===== config.mk =====
export PLATFORM = sky130hd
export DESIGN_NAME = audio_peak_and_overview_meter_top
export DESIGN_NICKNAME = d
export VERILOG_FILES = /design/src/rtl/apom_pkg.sv /design/src/rtl/apom_slot.sv /design/src/rtl/audio_peak_and_overview_meter_top.sv
export SDC_FILE = /design/constraint.sdc
export NUM_CORES = 1
export LEC_CHECK = 0
export ABC_AREA = 1
export BUFFER_PORTS_ARGS = -buffer_cell sky130_fd_sc_hd__buf_2
export CORE_MARGIN = 3
export CORE_UTILIZATION = 45
export CTS_CLUSTER_DIAMETER = 100
export CTS_CLUSTER_SIZE = 24
export DETAILED_ROUTE_END_ITERATION = 8
export PLACE_DENSITY = 0.59
export SLEW_MARGIN = 10
export SYNTH_ARGS = -nofsm -noshare
export SYNTH_HDL_FRONTEND = slang
export SYNTH_HIERARCHICAL = 1
export SYNTH_SLANG_ARGS = --single-unit

===== constraint.sdc =====
create_clock -name i_clk -period 8.7 [get_ports i_clk]
set_input_delay 1.74 -clock i_clk [delete_from_list [all_inputs] [get_ports i_clk]]
set_output_delay 1.74 -clock i_clk [all_outputs]
set_load 0.005 [all_outputs]

===== src/rtl/apom_pkg.sv =====
`timescale 1ns / 1ps

package apom_pkg;

    localparam int PEAK_DECIMATION     = 64;
    localparam int OVERVIEW_DECIMATION = 2048;
    localparam int POSITION_BITS       = 24;

    localparam int SAMPLE_W        = 16;
    localparam int LEVEL_W         = 16;
    localparam int OV_ENV_W        = 32;
    localparam int METER_W         = 8;
    localparam int PEAK_SLOT_W     = 18;
    localparam int OV_SLOT_W       = 13;

    localparam int PEAK_ATTACK_SH  = 3;
    localparam int PEAK_RELEASE_SH = 9;
    localparam int OV_ATTACK_SH    = 8;
    localparam int OV_RELEASE_SH   = 17;

    localparam int PEAK_PH_W = (PEAK_DECIMATION > 1) ? $clog2(PEAK_DECIMATION) : 1;
    localparam int OV_PH_W   = (OVERVIEW_DECIMATION > 1) ? $clog2(OVERVIEW_DECIMATION) : 1;

    typedef struct packed {
        logic [PEAK_SLOT_W-1:0] peak_slot;
        logic                   peak_done;
        logic [OV_SLOT_W-1:0]   ov_slot;
        logic                   ov_done;
    } t_slot_info;

endpackage


===== src/rtl/apom_slot.sv =====
`timescale 1ns / 1ps

module apom_slot (
    input  logic                i_clk,
    input  logic                i_rst_n,
    input  logic                i_step,
    input  logic                i_clear,
    output apom_pkg::t_slot_info o_info
);
    import apom_pkg::*;

    localparam logic [POSITION_BITS-1:0] POS_MAX = '1;
    localparam logic [PEAK_PH_W-1:0] PEAK_PH_LAST = PEAK_PH_W'(PEAK_DECIMATION - 1);
    localparam logic [OV_PH_W-1:0]   OV_PH_LAST   = OV_PH_W'(OVERVIEW_DECIMATION - 1);

    logic [POSITION_BITS-1:0] r_pos, n_pos, cur_pos;
    logic [PEAK_PH_W-1:0]     r_peak_ph, n_peak_ph, cur_peak_ph;
    logic [OV_PH_W-1:0]       r_ov_ph, n_ov_ph, cur_ov_ph;
    logic [PEAK_SLOT_W-1:0]   r_peak_slot, n_peak_slot, cur_peak_slot;
    logic [OV_SLOT_W-1:0]     r_ov_slot, n_ov_slot, cur_ov_slot;
    logic                     at_max;
    logic                     peak_wrap;
    logic                     ov_wrap;

    always_comb begin
        cur_pos       = i_clear ? '0 : r_pos;
        cur_peak_ph   = i_clear ? '0 : r_peak_ph;
        cur_ov_ph     = i_clear ? '0 : r_ov_ph;
        cur_peak_slot = i_clear ? '0 : r_peak_slot;
        cur_ov_slot   = i_clear ? '0 : r_ov_slot;

        at_max    = (cur_pos == POS_MAX);
        peak_wrap = (cur_peak_ph == PEAK_PH_LAST);
        ov_wrap   = (cur_ov_ph == OV_PH_LAST);

        o_info.peak_slot = cur_peak_slot;
        o_info.peak_done = at_max || peak_wrap;
        o_info.ov_slot   = cur_ov_slot;
        o_info.ov_done   = at_max || ov_wrap;

        if (at_max) begin
            n_pos       = '0;
            n_peak_ph   = '0;
            n_ov_ph     = '0;
            n_peak_slot = '0;
            n_ov_slot   = '0;
        end else begin
            n_pos       = cur_pos + 1'b1;
            n_peak_ph   = peak_wrap ? '0 : cur_peak_ph + 1'b1;
            n_ov_ph     = ov_wrap ? '0 : cur_ov_ph + 1'b1;
            n_peak_slot = cur_peak_slot + PEAK_SLOT_W'(peak_wrap);
            n_ov_slot   = cur_ov_slot + OV_SLOT_W'(ov_wrap);
        end
    end

    always_ff @(posedge i_clk) begin
        if (!i_rst_n) begin
            r_pos       <= '0;
            r_peak_ph   <= '0;
            r_ov_ph     <= '0;
            r_peak_slot <= '0;
            r_ov_slot   <= '0;
        end else if (i_step) begin
            r_pos       <= n_pos;
            r_peak_ph   <= n_peak_ph;
            r_ov_ph     <= n_ov_ph;
            r_peak_slot <= n_peak_slot;
            r_ov_slot   <= n_ov_slot;
        end
    end

`ifndef ASSERT_OFF
    a_peak_ph_range: assert property (@(posedge i_clk) disable iff (!i_rst_n)
        r_peak_ph <= PEAK_PH_LAST)
        else $error("peak phase out of range");

    a_ov_ph_range: assert property (@(posedge i_clk) disable iff (!i_rst_n)
        r_ov_ph <= OV_PH_LAST)
        else $error("overview phase out of range");

    a_clear_restart: assert property (@(posedge i_clk) disable iff (!i_rst_n)
        i_step && i_clear |=> r_pos == POSITION_BITS'(1))
        else $error("position did not restart after clear");

    a_hold_idle: assert property (@(posedge i_clk) disable iff (!i_rst_n)
        !i_step |=> $stable(r_pos))
        else $error("position moved without a step");
`endif

endmodule


===== src/rtl/audio_peak_and_overview_meter_top.sv =====
`timescale 1ns / 1ps
// channel  | handshake          | payload
// in       | i_valid / o_ready  | i_left_sample, i_right_sample, i_track_start
// out      | o_valid / i_ready  | o_peak_level, o_overview_level, o_peak_slot,
//          |                    | o_peak_slot_done, o_overview_slot, o_overview_slot_done
//
// one item per cycle sustained while the output is not stalled
// input register then result register, envelope and counter update in between
// reset clears envelopes, sample counter and both valid flags
// a stalled result holds, and one more item waits in the input register

module audio_peak_and_overview_meter_top (
    input  logic                            i_clk,
    input  logic                            i_rst_n,
    input  logic                            i_valid,
    output logic                            o_ready,
    input  logic signed [apom_pkg::SAMPLE_W-1:0] i_left_sample,
    input  logic signed [apom_pkg::SAMPLE_W-1:0] i_right_sample,
    input  logic                            i_track_start,
    output logic                            o_valid,
    input  logic                            i_ready,
    output logic [apom_pkg::METER_W-1:0]     o_peak_level,
    output logic [apom_pkg::METER_W-1:0]     o_overview_level,
    output logic [apom_pkg::PEAK_SLOT_W-1:0] o_peak_slot,
    output logic                            o_peak_slot_done,
    output logic [apom_pkg::OV_SLOT_W-1:0]   o_overview_slot,
    output logic                            o_overview_slot_done
);
    import apom_pkg::*;

    logic                r_in_valid;
    logic [SAMPLE_W-1:0] r_in_left;
    logic [SAMPLE_W-1:0] r_in_right;
    logic                r_in_start;

    logic                r_out_valid;
    logic [METER_W-1:0]  r_peak_level;
    logic [METER_W-1:0]  r_ov_level;
    t_slot_info          r_info;

    logic [LEVEL_W-1:0]  r_peak_env, n_peak_env, cur_peak_env;
    logic [OV_ENV_W-1:0] r_ov_env, n_ov_env, cur_ov_env;

    logic                advance;
    logic                in_xfer;
    logic [SAMPLE_W:0]   mag_l, mag_r;
    logic [SAMPLE_W+1:0] level_sum;
    logic [LEVEL_W-1:0]  level;
    logic [OV_ENV_W-1:0] level_w;
    logic [LEVEL_W-1:0]  peak_diff;
    logic [OV_ENV_W-1:0] ov_diff;
    t_slot_info          slot_info;

    assign advance = r_in_valid && (!r_out_valid || i_ready);
    assign o_ready = !r_in_valid || advance;
    assign in_xfer = i_valid && o_ready;

    apom_slot u_slot (
        .i_clk   (i_clk),
        .i_rst_n (i_rst_n),
        .i_step  (advance),
        .i_clear (r_in_start),
        .o_info  (slot_info)
    );

    always_comb begin
        mag_l = r_in_left[SAMPLE_W-1]
              ? (SAMPLE_W+1)'(0) - {1'b1, r_in_left} : {1'b0, r_in_left};
        mag_r = r_in_right[SAMPLE_W-1]
              ? (SAMPLE_W+1)'(0) - {1'b1, r_in_right} : {1'b0, r_in_right};
        level_sum = {1'b0, mag_l} + {1'b0, mag_r};
        level = (level_sum[SAMPLE_W+1:LEVEL_W] != '0) ? '1 : level_sum[LEVEL_W-1:0];
        level_w = {level, 16'd0};

        cur_peak_env = r_in_start ? '0 : r_peak_env;
        cur_ov_env   = r_in_start ? '0 : r_ov_env;

        // attack when above, release otherwise
        if (level > cur_peak_env) begin
            peak_diff  = level - cur_peak_env;
            n_peak_env = cur_peak_env + (peak_diff >> PEAK_ATTACK_SH);
        end else begin
            peak_diff  = cur_peak_env - level;
            n_peak_env = cur_peak_env - (peak_diff >> PEAK_RELEASE_SH);
        end

        if (level_w > cur_ov_env) begin
            ov_diff  = level_w - cur_ov_env;
            n_ov_env = cur_ov_env + (ov_diff >> OV_ATTACK_SH);
        end else begin
            ov_diff  = cur_ov_env - level_w;
            n_ov_env = cur_ov_env - (ov_diff >> OV_RELEASE_SH);
        end
    end

    always_ff @(posedge i_clk) begin
        if (!i_rst_n) begin
            r_in_valid  <= 1'b0;
            r_out_valid <= 1'b0;
            r_peak_env  <= '0;
            r_ov_env    <= '0;
        end else begin
            if (in_xfer) begin
                r_in_valid <= 1'b1;
            end else if (advance) begin
                r_in_valid <= 1'b0;
            end
            if (advance) begin
                r_out_valid <= 1'b1;
                r_peak_env  <= n_peak_env;
                r_ov_env    <= n_ov_env;
            end else if (i_ready) begin
                r_out_valid <= 1'b0;
            end
        end
    end

    always_ff @(posedge i_clk) begin
        if (in_xfer) begin
            r_in_left  <= i_left_sample;
            r_in_right <= i_right_sample;
            r_in_start <= i_track_start;
        end
        if (advance) begin
            r_peak_level <= n_peak_env[LEVEL_W-1 -: METER_W];
            r_ov_level   <= n_ov_env[OV_ENV_W-1 -: METER_W];
            r_info       <= slot_info;
        end
    end

    assign o_valid              = r_out_valid;
    assign o_peak_level         = r_peak_level;
    assign o_overview_level     = r_ov_level;
    assign o_peak_slot          = r_info.peak_slot;
    assign o_peak_slot_done     = r_info.peak_done;
    assign o_overview_slot      = r_info.ov_slot;
    assign o_overview_slot_done = r_info.ov_done;

`ifndef ASSERT_OFF
    a_no_drop: assert property (@(posedge i_clk) disable iff (!i_rst_n)
        r_out_valid && !i_ready |=> r_out_valid)
        else $error("result dropped while stalled");

    a_full_holds: assert property (@(posedge i_clk) disable iff (!i_rst_n)
        r_in_valid && r_out_valid && !i_ready |-> !o_ready)
        else $error("input taken while both stages full");

    a_start_level: assert property (@(posedge i_clk) disable iff (!i_rst_n)
        advance && r_in_start |=> r_ov_level <= 8'd1)
        else $error("overview level too high after track start");
`endif

endmodule


Yosys cells after proc, flatten, opt, wreduce, memory -nomap -nowiden --
Cells that the tools add are included.
Storage, ports and cells: register bits after elaboration 204, output and inout port bits 51
Cells by class: add/sub/neg operators 16, order comparisons 2, equal/unequal tests 3, multiplexer cells 23, reductions and logical operators 11
Operators by type and width (count):
- $mux W32 | 2
- $sub A32 B32 Y32 | 2
- $mux W16 | 3
- $mux W24 | 2
- $mux W18 | 2
- $mux W17 | 2
- $sub A1 B17 Y17 const A | 2
- $mux W11 | 3
- $add A32 B24 Y32 | 1
- $gt A32 B32 Y1 | 1
- $sub A16 B16 Y16 | 2
- $sub A32 B15 Y32 | 1
- $mux W13 | 2
- $add A24 B1 Y24 const B | 1
- $eq A24 B24 Y1 const B | 1
- $add A17 B17 Y18 | 1
- $add A18 B1 Y18 | 1
- $mux W6 | 3
- $add A16 B13 Y16 | 1
- $gt A16 B16 Y1 | 1
- $sub A16 B7 Y16 | 1
- $add A13 B1 Y13 | 1
- $add A11 B1 Y11 const B | 1
- $eq A11 B11 Y1 const B | 1
- other kinds (7) | 17

Depth between registers and ports, before layout --
depth in word-level cells 8, depth in mapped cells 54

Modules after synthesis --
The synthesis kept the hierarchy.
Modules (own cells, without submodules):
- audio_peak_and_overview_meter_top | times used 1, cells each 1787, area each 12761.0 µm², sequential area each 3463.3 µm²
- apom_slot | times used 1, cells each 777, area each 4750.8 µm², sequential area each 1441.4 µm²

Least setup slack after synthesis --
No wires, ideal clock.
path kind register -> register, start point register r_in_left[0], end point register r_peak_level[7] (netlist: o_peak_level[7]) (data pin), arrival time 7.020 ns, data required time 8.447 ns, setup slack 1.426 ns, stages on the path, launching flop included 50, period minus slack after synthesis 7.274 ns, cells stage by stage edfxtp_1 inv_1 ha_1 inv_1 nor3_1 nand3_1 o31ai_1 o21ai_0 xor2_1 ha_1 nand2_1 nor2_1 inv_1 nor2_1 nand2_1 nand3_1 nand2_2 buf_6 [14 not listed] o21ai_1 nand2_1 buf_2 a31oi_1 ha_1 a21o_1 a31oi_1 o21ai_0 a21boi_0 o21ai_0 a21boi_0 nor2_1 o21ai_0 nand2_1 xor2_1 inv_1 nand3_1 nand2_1
On the way: longest elaborated chain between the ends 8
RTL lines:
- start, declared | line audio_peak_and_overview_meter_top.sv:32 | logic [SAMPLE_W-1:0] r_in_left;
- start signal, assigned | line audio_peak_and_overview_meter_top.sv:120 | r_in_left <= i_left_sample;
- $sub A1 B17 Y17 | line audio_peak_and_overview_meter_top.sv:68 | ? (SAMPLE_W+1)'(0) - {1'b1, r_in_left} : {1'b0, r_in_left};
- $mux W17 * | line audio_peak_and_overview_meter_top.sv:68
- $add A17 B17 Y18 * | line audio_peak_and_overview_meter_top.sv:71 | level_sum = {1'b0, mag_l} + {1'b0, mag_r};
- $reduce_bool A2 Y1 | line audio_peak_and_overview_meter_top.sv:72 | level = (level_sum[SAMPLE_W+1:LEVEL_W] != '0) ? '1 : level_sum[LEVEL_W-1:0];
- $mux W16 * | line audio_peak_and_overview_meter_top.sv:72
- $sub A16 B16 Y16, on equally long branches | line audio_peak_and_overview_meter_top.sv:83, audio_peak_and_overview_meter_top.sv:80
- $sub A16 B7 Y16 / $add A16 B13 Y16 (equally long branches) | line audio_peak_and_overview_meter_top.sv:84, audio_peak_and_overview_meter_top.sv:81
- $mux W16 * | line audio_peak_and_overview_meter_top.sv:79 | if (level > cur_peak_env) begin
- net n_peak_env[15] | line audio_peak_and_overview_meter_top.sv:41 | logic [LEVEL_W-1:0] r_peak_env, n_peak_env, cur_peak_env;
- end signal, assigned | line audio_peak_and_overview_meter_top.sv:125 | r_peak_level <= n_peak_env[LEVEL_W-1 -: METER_W];
- end, declared | line audio_peak_and_overview_meter_top.sv:37 | logic [METER_W-1:0] r_peak_level;
The timed path passes the listed nets; every way through them passes the cells marked *. A chain may end at the register's enable or synchronous reset.

Worst setup path in the final report --
start point register r_in_left[0], end point register r_ov_env[26]
On the way: longest elaborated chain between the ends 8
RTL lines:
- $sub A1 B17 Y17 | line audio_peak_and_overview_meter_top.sv:68
- $mux W17 * | line audio_peak_and_overview_meter_top.sv:68
- $add A17 B17 Y18 * | line audio_peak_and_overview_meter_top.sv:71
- $reduce_bool A2 Y1 | line audio_peak_and_overview_meter_top.sv:72
- $mux W16 * | line audio_peak_and_overview_meter_top.sv:72
- $sub A32 B32 Y32, on equally long branches | line audio_peak_and_overview_meter_top.sv:91, audio_peak_and_overview_meter_top.sv:88
- $sub A32 B15 Y32 / $add A32 B24 Y32 (equally long branches) | line audio_peak_and_overview_meter_top.sv:92, audio_peak_and_overview_meter_top.sv:89
- $mux W32 * | line audio_peak_and_overview_meter_top.sv:87 | if (level_w > cur_ov_env) begin
- end signal, assigned | line audio_peak_and_overview_meter_top.sv:111 | r_ov_env <= n_ov_env;
- end, declared | line audio_peak_and_overview_meter_top.sv:42 | logic [OV_ENV_W-1:0] r_ov_env, n_ov_env, cur_ov_env;
Mark *: on every way between the ends. The rest lies on a longest branch, timed or not.

==> metrics <==
starting density of the core 46.1%; vias in the first global route 15300; GRT Total Usage 23.4%; Final Skew 0.0194 ns; GRT busiest layer met2; I/O pin count 88; Worst R2R Start r_in_left[0]$_DFFE_PP_; Max H-tree Level 1; FMAX 0.125 GHz; Die Y 203 um; Antenna Cells 0; core footprint 38000 um^2; Syn Inst Count 2564; setup TNS 0 ns; grt met3 use 2.94%; crit share post-route 91.6%; Post-Route WL 49300 um; Ys Warns 6; Slew @ Worst Pin 1.21 ns; fraction of layout cells with a size suffix above 1 11.1%; Min-Delay Path Depth 2; DRT Pass-1 Iters 5; total clock sinks 204; Reg2Reg Depth 47; status finished, final reports clean; hold_buf cts 0; min-delay worst type register to register; met1 Usage GRT 33.4%; crit-path max FO 9; gr ovfl total 0; Antenna Violating Nets Remaining 0; clk_lat worst skew 0.51 ns; CP arrival 8.42 ns; Worst setup EP type register; GP Congestion 0.987; HPWL after detailed placement 38000 um; number of buffers created by CTS 14; wire length of the first global-routing pass 79300 um; IO Port Bufs 87; clock transition at the registers of the reported paths 0.09 ns; largest net degree at the start of global routing 84; Core Util, Final 49.8%; final hold slack 0.458 ns; number of flops mapped to enable cells by yosys 82; commonest cells after routing, fill and taps aside 561 x nand2_1, 389 x inv_1, 252 x nor2_1, 230 x a21oi_1, 144 x nand3_1; Pleak 8.63 nW; reg2reg setup slack 0.73 ns; Hold Startpoint r_ov_env[1]$_SDFFE_PN0P_; Root Buffer clkbuf_16; top_reg_cell synth dfxtp_1; drt drc 0; Slew headroom 19.5%; worst hold endpoint r_ov_env[1]$_SDFFE_PN0P_; nets 2792; ys async rst share 0%; Worst IR Drop VDD 196 uV; commonest non-fill, non-tap cell in the layout nand2_1; Post-Syn Area 17500 um^2; Die W 203 um; # rows 71; sequential share of the synthesized area 28.0%; CTS tree yes; # setup viols final 0; initial detailed-routing violation count 1123; Synth cell types 62; final max-slew violation count 0; slowest stage cell, crit path edfxtp_1; Vias/cell 5.20; critical path class register to register; RSZ-0062 raised after global routing false; Hold Violations, Final 0; post-synthesis sequential element count 204; CP max stage delay 0.42 ns; Avg Inst Size Synth 6.83 um^2; vias after detailed routing 16300; CTS Buffer Depth 3; die area 41300 um^2; synth-to-layout area growth 8.10%; fin crit period 7.97 ns; initial antenna violation count 1; RR Endpoint r_ov_env[26]$_SDFFE_PN0P_; max cap viols 0; WL per Instance 15.7 um; met2 Resource Use GR 37.7%; Setup crit start kind register; CP required 9.15 ns; pwr/cell area 195 nW/um^2
[state kept, by name, indices dropped and copies added (netlist names), 6 cells and up]
name and count:
u_slot/r_pos 24, r_peak_env 16, o_peak_level 8, u_slot/r_ov_ph 11, r_in_left 16, o_overview_level 8
o_overview_slot 13, o_peak_slot 18, r_ov_env 32, u_slot/r_peak_slot 18, r_in_right 16, u_slot/r_peak_ph 6
u_slot/r_ov_slot 13
[cell families (layout without fill, tap and decap cells)]
| logic type | count (synthesis) | after routing | share of synthesized area (%) |
|---|---|---|---|
| other | 1 | 2 | 0.0214 |
| flip-flops | 204 | 204 | 28.0 |
| buffers and inverters | 469 | 533 | 10.7 |
| AO/OA/AOI/OAI | 451 | 451 | 14.1 |
| adder cells (fa/ha/maj) | 134 | 134 | 9.75 |
| AND/OR/NAND/NOR | 1170 | 1170 | 30.4 |
| XOR/XNOR | 135 | 135 | 6.99 |
[cells in the mapped netlist, types with 11 or more instances]
cell type,count,share of area [%]
o21ai_0,118,3.4
nand2_2,37,1.3
inv_2,11,0.24
xor2_1,89,4.5
nor3_1,18,0.51
nand3_1,144,4.1
o21ai_1,16,0.46
nor2_4,14,0.90
buf_2,12,0.34
nand2_1,566,12
a31oi_1,20,0.71
nor2_1,254,5.4
o21bai_1,17,0.73
nand4_1,43,1.5
edfxtp_1,82,14
nor2_2,32,1.1
ha_1,130,9.3
nand3_2,20,1.1
dfxtp_1,122,14
xnor2_1,42,2.1
inv_1,390,8.4
clkbuf_1,33,0.71
a21oi_1,233,6.7
[critical path, delay by kind of cell, from the launching register on]
| family | cells | cell delay [ns] |
|---|---|---|
| xor gates and xnor gates | 1 | 0.16 |
| and+or+nand+nor | 19 | 2.38 |
| adders and majority gates | 5 | 1.55 |
| AOI/OAI and AO/OA | 15 | 2.87 |
| buffers and inverters | 7 | 0.54 |
| DFF | 1 | 0.42 |
[power breakdown]
part | total [mW] | internal [mW] | leakage, nW | switching (mW)
sequential | 1.10 | 1.07 | 1.76 | 0.0254
clock | 0.716 | 0.336 | 0.222 | 0.380
combinational | 1.87 | 0.638 | 6.65 | 1.23
total | 3.68 | 2.04 | 8.63 | 1.64
[timing repair]
action	CTS	global route
setup buffers	0	4
endpoints found under the setup margin	0	33
endpoints found under the hold margin	0	0
resized for setup	0	25
[per-layer routing]
layer | wire length, um | vias to the layer above
li1 | - | 8427
met1 | 23700 | 7457
met2 | 21800 | 371
met3 | 2570 | 65
met4 | 1300 | 0
met5 | 0 | -
[stage by stage]
stage	total power, mW	area, um^2	std cells	setup WS (ns)
floorplan	2.49	17500	2565	1.43
global placement	2.94	18300	3112	0.166
detailed placement	2.93	18300	3112	0.0746
CTS	3.68	18800	3136	0.0350
global route	3.98	18900	3140	0.0177
finish	3.68	18900	3140	0.730
[worst max-delay path by stage]
stage | start | endpoint | slack, ns | cells past startpoint
global placement | r_in_left[0]$_DFFE_PP_ | o_peak_level[7]$_DFFE_PP_ | 0.17 | 46
floorplan | r_in_left[0]$_DFFE_PP_ | o_peak_level[7]$_DFFE_PP_ | 1.43 | 49
CTS | r_in_left[0]$_DFFE_PP_ | o_peak_level[7]$_DFFE_PP_ | 0.04 | 47
detailed placement | r_in_left[0]$_DFFE_PP_ | o_peak_level[7]$_DFFE_PP_ | 0.07 | 47
global route | r_in_left[0]$_DFFE_PP_ | o_peak_level[7]$_DFFE_PP_ | 0.02 | 49
finish | r_in_left[0]$_DFFE_PP_ | r_ov_env[26]$_SDFFE_PN0P_ | 0.73 | 47
[area by class of cell]
| class | instances | area (um^2) |
|---|---|---|
| clock inverter | 5 | 68.8 |
| inverter | 403 | 1520 |
| clock buffer | 19 | 390 |
| multi-input combinational | 1892 | 10800 |
| sequential | 204 | 4900 |
| tap | 511 | 639 |
| fill | 3909 | 19100 |
| timing repair buffer | 106 | 578 |
(Power assumes the default switching activity.)
